$ cat src/rtl/bus_pkg.sv
// ---------------------------------------------------------------------------
// bus_pkg: shared types for the bounded unique set
// Command and status codes, controller states and the bundles that pass
// between the controller and the datapath.
// ---------------------------------------------------------------------------
`default_nettype none

package bus_pkg;

  typedef enum logic [1:0] {
    CMD_ADD    = 2'd0,
    CMD_REMOVE = 2'd1,
    CMD_QUERY  = 2'd2
  } cmd_t;

  typedef enum logic [1:0] {
    ST_OK      = 2'd0,
    ST_DUP     = 2'd1,
    ST_FULL    = 2'd2,
    ST_MISSING = 2'd3
  } status_t;

  typedef enum logic [1:0] {
    S_IDLE,
    S_LOOK,
    S_EXEC
  } state_t;

  // controller -> datapath
  typedef struct packed {
    logic    capture;
    logic    lookup;
    logic    append;
    logic    remove;
    logic    load_out;
    status_t status;
  } ctrl_t;

  // datapath -> controller
  typedef struct packed {
    logic [1:0] cmd;
    logic       present;
    logic       full;
  } dstat_t;

endpackage

`default_nettype wire

$ cat src/rtl/bus_ctrl.sv
// ---------------------------------------------------------------------------
// bus_ctrl: sequencer for the bounded unique set
// Steps each word through capture, lookup and execute, decides the outcome
// and owns the result valid flag.
// ---------------------------------------------------------------------------
`default_nettype none

module bus_ctrl (
  input  wire logic            clk,
  input  wire logic            rst_n,
  input  wire logic            in_valid,
  output logic                 in_ready,
  output logic                 out_valid,
  input  wire logic            out_ready,
  input  wire bus_pkg::dstat_t dstat,
  output bus_pkg::ctrl_t       ctrl
);

  bus_pkg::state_t state_r, state_nxt;
  logic            out_valid_r, out_valid_nxt;
  logic            out_free;

  assign out_free  = !out_valid_r || out_ready;
  assign out_valid = out_valid_r;

  always_comb begin
    state_nxt = state_r;
    unique case (state_r)
      bus_pkg::S_IDLE: if (in_valid) state_nxt = bus_pkg::S_LOOK;
      bus_pkg::S_LOOK: state_nxt = bus_pkg::S_EXEC;
      bus_pkg::S_EXEC: if (out_free) state_nxt = bus_pkg::S_IDLE;
      default:         state_nxt = bus_pkg::S_IDLE;
    endcase
  end

  always_comb begin
    ctrl     = '0;
    in_ready = 1'b0;
    unique case (state_r)
      bus_pkg::S_IDLE: begin
        in_ready     = 1'b1;
        ctrl.capture = in_valid;
      end
      bus_pkg::S_LOOK: begin
        ctrl.lookup = 1'b1;
      end
      bus_pkg::S_EXEC: begin
        ctrl.load_out = out_free;
        unique case (bus_pkg::cmd_t'(dstat.cmd))
          bus_pkg::CMD_ADD: begin
            if (dstat.full) begin
              ctrl.status = bus_pkg::ST_FULL;
            end else if (dstat.present) begin
              ctrl.status = bus_pkg::ST_DUP;
            end else begin
              ctrl.status = bus_pkg::ST_OK;
              ctrl.append = out_free;
            end
          end
          bus_pkg::CMD_REMOVE: begin
            if (dstat.present) begin
              ctrl.status = bus_pkg::ST_OK;
              ctrl.remove = out_free;
            end else begin
              ctrl.status = bus_pkg::ST_MISSING;
            end
          end
          default: ctrl.status = bus_pkg::ST_OK;  // query and unused code
        endcase
      end
      default: ;
    endcase
  end

  always_comb begin
    out_valid_nxt = out_valid_r;
    priority if (ctrl.load_out) begin
      out_valid_nxt = 1'b1;
    end else if (out_ready) begin
      out_valid_nxt = 1'b0;
    end
  end

  always_ff @(posedge clk) begin
    if (!rst_n) begin
      state_r     <= bus_pkg::S_IDLE;
      out_valid_r <= 1'b0;
    end else begin
      state_r     <= state_nxt;
      out_valid_r <= out_valid_nxt;
    end
  end

  a_one_update: assert property (@(posedge clk) disable iff (!rst_n)
    !(ctrl.append && ctrl.remove))
    else $error("append and remove in the same cycle");

  a_update_has_room: assert property (@(posedge clk) disable iff (!rst_n)
    (ctrl.append || ctrl.remove) |-> ctrl.load_out)
    else $error("store update without result load");

  a_result_held: assert property (@(posedge clk) disable iff (!rst_n)
    (out_valid_r && !out_ready) |=> out_valid_r)
    else $error("pending result dropped");

endmodule

`default_nettype wire

$ cat src/rtl/bus_dpath.sv
// ---------------------------------------------------------------------------
// bus_dpath: key cells, compare row and result register
// Cells are packed from index 0; every cell compares against the captured
// key at once and a remove shifts the tail down one place.
// ---------------------------------------------------------------------------
`default_nettype none

module bus_dpath #(
  parameter int CAPACITY  = 16,
  parameter int KEY_WIDTH = 32
) (
  input  wire logic           clk,
  input  wire logic           rst_n,
  input  wire logic [1:0]     in_cmd,
  input  wire logic [31:0]    in_key,
  input  wire bus_pkg::ctrl_t ctrl,
  output bus_pkg::dstat_t     dstat,
  output logic [1:0]          out_status,
  output logic                out_found,
  output logic [4:0]          out_fill
);

  localparam int USED_W = $clog2(CAPACITY + 1);
  localparam int IDX_W  = (CAPACITY > 1) ? $clog2(CAPACITY) : 1;

  logic [KEY_WIDTH-1:0] cells_r [CAPACITY];
  logic [KEY_WIDTH-1:0] key_r;
  logic [1:0]           cmd_r;
  logic [USED_W-1:0]    used_r, used_nxt;
  logic [CAPACITY-1:0]  match_r, match_nxt, tail_mask;
  logic [1:0]           status_r;
  logic                 found_r;
  logic [4:0]           fill_r;

  logic [KEY_WIDTH+31:0] key_wide;
  logic [USED_W+4:0]     fill_wide;
  logic                  present;

  assign key_wide  = {KEY_WIDTH'(0), in_key};
  assign present   = |match_r;
  assign fill_wide = {5'd0, used_nxt};

  always_comb begin
    for (int i = 0; i < CAPACITY; i++) begin
      match_nxt[i] = (USED_W'(i) < used_r) && (cells_r[i] == key_r);
    end
  end

  // cells at and after the first hit
  always_comb begin
    logic acc;
    acc = 1'b0;
    for (int i = 0; i < CAPACITY; i++) begin
      acc          = acc | match_r[i];
      tail_mask[i] = acc;
    end
  end

  always_comb begin
    used_nxt = used_r;
    priority if (ctrl.append) begin
      used_nxt = used_r + USED_W'(1);
    end else if (ctrl.remove) begin
      used_nxt = used_r - USED_W'(1);
    end
  end

  assign dstat.cmd     = cmd_r;
  assign dstat.present = present;
  assign dstat.full    = (used_r == USED_W'(CAPACITY));

  always_ff @(posedge clk) begin
    if (ctrl.capture) begin
      key_r <= key_wide[KEY_WIDTH-1:0];
      cmd_r <= in_cmd;
    end
    if (ctrl.lookup) begin
      match_r <= match_nxt;
    end
    if (ctrl.load_out) begin
      status_r <= ctrl.status;
      found_r  <= present;
      fill_r   <= fill_wide[4:0];
    end
    if (ctrl.append) begin
      cells_r[used_r[IDX_W-1:0]] <= key_r;
    end
    if (ctrl.remove) begin
      for (int i = 0; i < CAPACITY - 1; i++) begin
        if (tail_mask[i]) cells_r[i] <= cells_r[i+1];
      end
    end
  end

  always_ff @(posedge clk) begin
    if (!rst_n) begin
      used_r <= '0;
    end else begin
      used_r <= used_nxt;
    end
  end

  assign out_status = status_r;
  assign out_found  = found_r;
  assign out_fill   = fill_r;

  a_used_bound: assert property (@(posedge clk) disable iff (!rst_n)
    used_r <= USED_W'(CAPACITY))
    else $error("fill count above capacity");

  a_keys_unique: assert property (@(posedge clk) disable iff (!rst_n)
    $onehot0(match_nxt))
    else $error("key stored twice");

  a_append_room: assert property (@(posedge clk) disable iff (!rst_n)
    ctrl.append |-> (used_r != USED_W'(CAPACITY)) && !present)
    else $error("append into full store or duplicate");

  a_remove_count: assert property (@(posedge clk) disable iff (!rst_n)
    ctrl.remove |-> present ##1 (used_r == $past(used_r) - USED_W'(1)))
    else $error("remove without hit or count not decremented");

endmodule

`default_nettype wire

$ cat src/rtl/bounded_unique_set_unit.sv
// From input accept, each word goes through lookup and then execute before its result is valid.
// Each word passes through capture, lookup and execute before the next is taken; a word is taken only
// in the idle state, so a waiting result holds execute and stalls the input as well.
// Reset: synchronous, active low; clears controller state and the fill count.
// Key cells are not cleared; only cells below the fill count are ever compared.
// ---------------------------------------------------------------------------
// bounded_unique_set_unit: fixed capacity set of unique keys
// Add, remove with compaction, and membership query; one result per command.
// ---------------------------------------------------------------------------
`default_nettype none

module bounded_unique_set_unit #(
  parameter int CAPACITY  = 16,
  parameter int KEY_WIDTH = 32
) (
  input  wire logic        clk,
  input  wire logic        rst_n,
  input  wire logic        in_valid,
  output logic             in_ready,
  input  wire logic [1:0]  in_cmd,
  input  wire logic [31:0] in_key,
  output logic             out_valid,
  input  wire logic        out_ready,
  output logic [1:0]       out_status,
  output logic             out_found,
  output logic [4:0]       out_fill
);

  bus_pkg::ctrl_t  ctrl;
  bus_pkg::dstat_t dstat;

  bus_ctrl u_ctrl (
    .clk       (clk),
    .rst_n     (rst_n),
    .in_valid  (in_valid),
    .in_ready  (in_ready),
    .out_valid (out_valid),
    .out_ready (out_ready),
    .dstat     (dstat),
    .ctrl      (ctrl)
  );

  bus_dpath #(
    .CAPACITY  (CAPACITY),
    .KEY_WIDTH (KEY_WIDTH)
  ) u_dpath (
    .clk        (clk),
    .rst_n      (rst_n),
    .in_cmd     (in_cmd),
    .in_key     (in_key),
    .ctrl       (ctrl),
    .dstat      (dstat),
    .out_status (out_status),
    .out_found  (out_found),
    .out_fill   (out_fill)
  );

endmodule

`default_nettype wire

$ cat config.mk
export PLATFORM = sky130hd
export DESIGN_NAME = bounded_unique_set_unit
export DESIGN_NICKNAME = d
export VERILOG_FILES = /design/src/rtl/bus_pkg.sv /design/src/rtl/bus_ctrl.sv /design/src/rtl/bus_dpath.sv /design/src/rtl/bounded_unique_set_unit.sv
export SDC_FILE = /design/constraint.sdc
export NUM_CORES = 1
export LEC_CHECK = 0
export BUFFER_PORTS_ARGS = -buffer_cell sky130_fd_sc_hd__buf_2
export CAP_MARGIN = 20
export CORE_MARGIN = 3
export CORE_UTILIZATION = 30
export CTS_CLUSTER_SIZE = 20
export DETAILED_ROUTE_END_ITERATION = 7
export PLACE_DENSITY = 0.54
export SLEW_MARGIN = 25
export SYNTH_ARGS = -nofsm -noshare
export SYNTH_HDL_FRONTEND = slang
export SYNTH_HIERARCHICAL = 1
export SYNTH_SLANG_ARGS = --single-unit
$ cat constraint.sdc
create_clock -name clk -period 7.8 [get_ports clk]
set_input_delay 1.56 -clock clk [delete_from_list [all_inputs] [get_ports clk]]
set_output_delay 1.56 -clock clk [all_outputs]
set_load 0.02 [all_outputs]
==> flow_metrics.py, run 1 <==
metrics = {
    "placed_design": {
        "dp_hpwl_um": 58000,
        "portBuffers": 47,
        "gp_congestion": 0.908,
        "dp_cells": 3294,
    },
    "grt": {
        "grt-ovfl-total": 0,
        "grt_max_degree": 36,
        "grt_pass1_wl_um": 125000,
        "grt_pass1_vias": 17600,
        "track_usage_pct": 16.5,
        "antenna_found_initial": 2,
    },
    "die": {
        "design.core.area_mm2": 0.0986,
        "io_pins": 48,
        "placementRows": 115,
        "initial_core_util_pct": 30.3,
        "dieArea_mm2": 0.103,
        "die_x_um": 322,
        "dieHeight_um": 322,
    },
    "drt": {
        "drtAntennaViolNets": 0,
        "dr_total_vias": 16900,
        "totalWireLength_um": 86300,
        "drt_iter0_drc": 1316,
        "detail_route.vias_per_cell": 4.95,
        "drc": 0,
        "wl_per_cell_um": 25.3,
        "first_pass_iters": 5,
    },
    "cts": {
        "post_cts_buffers": 0,
        "root_buffer": "clkbuf_16",
        "cts-buffers-inserted": 68,
        "cts_hold_buffers": 0,
        "htreeDepth": 3,
        "ctsResizeCount": 0,
        "cts.path.max_buffers": 3,
        "cts_sinks": 578,
        "clock_latency_ns": 0.61,
        "cts_tree": "yes",
        "clkTransAtPathRegs_ns": 0.06,
    },
    "synth": {
        "yosys.cell_count.top_type": "edfxtp_1",
        "avgSynthCellArea_um2": 14.5,
        "synth_area_mm2": 0.0299,
        "synth.distinct_cells": 49,
        "synthTopCellsByCount": "edfxtp_1 (570), mux2_2 (473), xor2_1 (450)",
        "yosys_most_used_dff": "edfxtp_1",
        "ys_ff_latch": 578,
        "synth_warnings": 6,
        "synth_nets": 2110,
        "seq_area_frac_synth_pct": 57.8,
        "synth_edf_count": 570,
        "yosysTopAreaCellShare_pct": 57.3,
        "synth_area_leaders": "edfxtp_1 (57%), mux2_2 (18%), xor2_1 (13%), nor4_1 (2.4%), xnor2_1 (1.9%)",
        "ys_async_sr_fraction_pct": 0,
        "synth_top_area_cell": "edfxtp_1",
        "synthCells": 2067,
    },
    "cells_and_area": {
        "finalNetCount": 2121,
        "diodes": 0,
        "nFillCells": 9402,
        "final_util_pct": 34.4,
        "multi_input_area_mm2": 0.0119,
        "regArea_mm2": 0.0173,
        "syn_to_final_growth_pct": 13.4,
        "drive_above_1_share_pct": 33.4,
        "fin_cells": 3417,
    },
    "worst_hold_path": {
        "hold_class": "reg2reg",
    },
    "critical_path": {
        "worstPathRequired_ns": 8.05,
        "start_kind": "flip-flop",
        "worstPathMaxFanout": 32,
        "regToRegSetupSlack_ns": 3.71,
        "critPathCaptureType": "flip-flop",
        "cp_common_cell": "or3_1",
        "cp_slowest_stage_delay_ns": 0.52,
        "critical_path.cell_chain": "nor4_1 > nand3_1 > or3_1 > or3_1 > nor3_4 > and3_1 > and2_1 > buf_4",
        "criticalPathCategory": "reg2reg",
        "cp.arrival_ns": 4.34,
        "cp_slowest_cell": "nor3_4",
    },
    "sta": {
        "hold_viol": 0,
        "maxSlewHeadroom_pct": 32.7,
        "rsz0062_at_grt": "false",
        "drv_slew": 0,
        "tns_ns": 0,
        "min_period_over_period_pct": 52.4,
        "max_freq_mhz": 244,
        "setup_viol_count_final": 0,
        "worst_pin_slew_ns": 1.01,
        "fin_skew_ns": 0.0179,
        "post-route-min-period_ns": 4.09,
    },
    "outcome": {
        "outcome": "finished, final reports clean",
    },
    "pwr": {
        "power.leakage_nw": 11.4,
        "powerDensity_mw_per_mm2": 215,
        "peakVddDrop_mv": 0.127,
    },
    "job": {
        "cap_violations": 0,
    },
}
-- state kept, by name, summed over array words and instances (netlist names) --
register,flops
u_ctrl/out_valid,1
u_ctrl/state_r,2
u_dpath/cells_r,512
u_dpath/cmd_r,2
u_dpath/key_r,32
u_dpath/match_r,16
u_dpath/out_fill,5
u_dpath/out_found,1
u_dpath/out_status,2
u_dpath/used_r,5
-- metal layers --
| metal | up-vias | share of wire, % | wire [µm] | global-route usage, % |
|---|---|---|---|---|
| met5 | - | 0.0081 | 7 | 0 |
| met4 | 2 | 2.6 | 2270 | 5.20 |
| met3 | 128 | 6.2 | 5360 | 2.96 |
| met2 | 546 | 44 | 37600 | 24.9 |
| met1 | 8626 | 48 | 41000 | 24.0 |
| li1 | 7611 | - | - | - |
-- kinds of logic (layout without fill, tap and decap cells) --
logic type / Yosys count / count (layout) / share of synthesized area, %
fa+ha+maj: 5 / 5 / 0.209
flops: 578 / 578 / 57.8
simple gates: 262 / 262 / 5.08
buf+inv: 189 / 252 / 2.68
mux: 480 / 480 / 18.1
xor+xnor: 516 / 516 / 15.1
compound gates: 37 / 37 / 1.02
-- path summary, 6_finish.rpt --
path | startpoint | endpoint | depth (start not counted)
worst max register to register | u_dpath/match_r[5] | u_dpath/cells_r[15][10] | 8
worst min register to register | u_dpath/cells_r[2][13] | u_dpath/cells_r[1][13] | 1
worst min-delay path | u_dpath/cells_r[2][13] | u_dpath/cells_r[1][13] | 1
worst max-delay path | u_dpath/match_r[5] | u_dpath/cells_r[15][10] | 8
-- placed cells by master (no fill, tap or decap), types with 4 or more instances in the layout --
| cell type | count |
|---|---|
| edfxtp_1 | 570 |
| mux2_2 | 473 |
| xor2_1 | 450 |
| nor4_1 | 116 |
| buf_4 | 77 |
| clkbuf_16 | 73 |
| xnor2_1 | 66 |
| buf_2 | 47 |
| nand4_1 | 35 |
| nand2_1 | 33 |
| nand3_1 | 20 |
| clkinv_1 | 15 |
| nor3_1 | 15 |
| clkbuf_1 | 14 |
| nor2_1 | 12 |
| dfxtp_1 | 8 |
| clkinv_2 | 7 |
| and2_1 | 7 |
| mux2_1 | 7 |
| bufinv_16 | 6 |
| o31ai_4 | 6 |
| o21ai_2 | 6 |
| a21oi_1 | 5 |
| or3_1 | 5 |
| ha_1 | 5 |
| nand2b_1 | 4 |
| inv_1 | 4 |
| and3_1 | 4 |
| o21ai_0 | 4 |
-- through the flow --
step	worst slack [ns]	hold slack (ns)	instance area (µm²)	total power, mW
finish	3.71	0.598	33900	7.27
global route	3.37	0.613	33900	7.52
CTS	3.43	0.598	33900	7.36
detailed placement	3.46	0.587	31600	4.15
global placement	3.42	0.580	31600	4.15
floorplan	2.35	0.424	29900	3.95
-- where the power goes --
part / internal, mW / switching [mW] / total [mW]
combinational: 0.238 / 0.338 / 0.576
clock: 1.91 / 1.27 / 3.18
sequential: 3.47 / 0.0457 / 3.52
-- critical path, delay by kind of cell (launching register included) --
family / cells / cell delay (ns)
buffers and inverters: 1 / 0.39
AND/OR/NAND/NOR: 7 / 2.81
flip-flops: 1 / 0.49
-- cell type report --
cell class                 instances  area share, %
clock buffer                      88           5.59
multi-input combinational       1300           35.2
timing repair buffer             126           2.53
clock inverter                    34          0.945
tap                             1287           4.75
sequential                       578           51.0
inverter                           4         0.0443
Power figures use the tool's default switching activity.
==> run 2: changes to the inputs <==
- clock period: 7.8 -> 3.9 ns (I/O delays scaled with it)
==> flow_metrics.py, run 2 (synthesized netlist as in run 1, its figures left out) <==
metrics = {
    "pwr": {
        "fin_total_pwr_mw": 14.3,
        "swShare_pct": 23.6,
        "power.leakage_nw": 11.7,
        "comb_power_share_pct": 8.3,
        "switchingPower_mw": 3.38,
        "clock_power_share_pct": 42.2,
        "p_int_mw": 10.9,
        "peakVddDrop_mv": 0.253,
        "powerDensity_mw_per_mm2": 414,
        "pwr-share-seq_pct": 49.5,
    },
    "outcome": {
        "outcome": "finished, final reports clean",
    },
    "cells_and_area": {
        "multi_input_area_mm2": 0.0119,
        "top_register": "u_dpath/cells_r",
        "drive_above_1_share_pct": 34.4,
        "regArea_mm2": 0.0173,
        "top_regs": "u_dpath/cells_r x512, u_dpath/key_r x32, u_dpath/match_r x16",
        "nFillCells": 9311,
        "largest_reg_flops": 512,
        "syn_to_final_growth_pct": 15.5,
        "mostFrequentLayoutCells": "edfxtp_1 (570), mux2_2 (473), xor2_1 (450)",
        "layout_commonest_cell": "edfxtp_1",
        "fin_cells": 3458,
        "finalNetCount": 2165,
    },
    "die": {
        "initial_core_util_pct": 30.3,
        "placementRows": 115,
        "die_x_um": 322,
        "dieArea_mm2": 0.103,
        "io_pins": 48,
        "design.core.area_mm2": 0.0986,
        "dieHeight_um": 322,
    },
    "cts": {
        "clock_latency_ns": 0.62,
        "cts-buffers-inserted": 69,
        "cts_sinks": 578,
        "htreeDepth": 3,
        "cts_hold_buffers": 0,
        "root_buffer": "clkbuf_16",
        "post_cts_buffers": 0,
        "ctsResizeCount": 0,
        "cts.path.max_buffers": 3,
        "cts_tree": "yes",
        "clkTransAtPathRegs_ns": 0.06,
    },
    "sta": {
        "setup_viol_count_final": 0,
        "maxSlewHeadroom_pct": 28.2,
        "max_freq_mhz": 282,
        "worst_pin_slew_ns": 1.08,
        "fin_skew_ns": 0.0399,
        "hold-worst-slack_ns": 0.341,
        "post-route-min-period_ns": 3.55,
        "hold_viol": 0,
        "min_period_over_period_pct": 91.0,
        "tns_ns": 0,
        "fin_ws_ns": 0.350,
        "rsz0062_at_grt": "false",
        "drv_slew": 0,
    },
    "critical_path": {
        "cp_slowest_cell": "edfxtp_1",
        "worstPathRequired_ns": 4.20,
        "start_kind": "flip-flop",
        "critPathCaptureType": "flip-flop",
        "cp_slowest_stage_delay_ns": 0.50,
        "criticalPathCategory": "reg2reg",
        "cp.arrival_ns": 3.85,
        "worstPathMaxFanout": 32,
        "critical_path.cell_chain": "nor4_1 > nand3_1 > or3_1 > or3_1 > nor3_2 > buf_4 > and3_1 > nand2_1 > nand2_1 > buf_12",
    },
    "grt": {
        "track_usage_pct": 17.3,
        "grt_pass1_wl_um": 131000,
        "grt_max_degree": 36,
        "grt_pass1_vias": 18000,
        "antenna_found_initial": 3,
        "grt-ovfl-total": 0,
    },
    "drt": {
        "wl_per_cell_um": 26.1,
        "dr_total_vias": 17300,
        "detail_route.vias_per_cell": 5.01,
        "first_pass_iters": 5,
        "drtAntennaViolNets": 0,
        "totalWireLength_um": 90300,
        "drc": 0,
        "drt_iter0_drc": 1476,
    },
    "placed_design": {
        "dp_hpwl_um": 63100,
        "portBuffers": 47,
        "dp_cells": 3337,
        "gp_congestion": 0.844,
        "dp_slack_ns": 0.411,
    },
    "job": {
        "cap_violations": 0,
    },
    "worst_hold_path": {
        "hold_class": "in2reg",
    },
}
-- run 2: final timing paths --
path / startpoint / end / slack [ns] / cells after the start
min reg2reg: u_dpath/cells_r[5][20] / u_dpath/cells_r[4][20] / 0.59 / 1
max: u_dpath/match_r[8] / u_dpath/cells_r[13][24] / 0.35 / 10
min: in_key[4] / u_dpath/key_r[4] / 0.34 / 1
max reg2reg: u_dpath/match_r[8] / u_dpath/cells_r[13][24] / 0.35 / 10
-- run 2: metal layers --
metal | track usage [%] | wire [µm] | vias up
met5 | 0 | 0 | -
met4 | 4.45 | 2080 | 0
met3 | 2.34 | 4460 | 137
met2 | 27.8 | 42000 | 508
met1 | 24.7 | 41700 | 8969
li1 | - | - | 7705
-- run 2: final cells by class --
| type | count | area share [%] |
|---|---|---|
| diodes | 1 | 0.00725 |
| clock buffers | 97 | 5.46 |
| clock inverters | 22 | 0.508 |
| inverters | 4 | 0.0435 |
| multi-input cells | 1300 | 34.5 |
| flip-flops and latches | 578 | 50.1 |
| well taps | 1287 | 4.67 |
| repair buffers | 169 | 4.76 |
-- run 2: power by group through the flow --
stage / Combinational [mW] / Sequential (mW) / Clock (mW)
after floorplan: 0.795 / 7.11 / 0
after global placement: 1.16 / 7.21 / 0
after detailed placement: 1.18 / 7.21 / 0
after CTS: 1.19 / 7.08 / 6.17
after global routing: 1.27 / 7.08 / 6.45
final: 1.19 / 7.08 / 6.03
-- run 2: metrics by stage --
| step | instance area (µm²) | util [%] |
|---|---|---|
| global route | 34500 | 35.0 |
| CTS | 34500 | 35.0 |
| finish | 34500 | 35.0 |
| detailed placement | 32400 | 32.9 |
| floorplan | 29900 | - |
| global placement | 32300 | 32.8 |
-- run 2: critical path: cells and delay by family (launching register included) --
family / cells / cell delay (ns)
buffers and inverters: 2 / 0.48
AND/OR/NAND/NOR: 8 / 2.24
flip-flops: 1 / 0.50
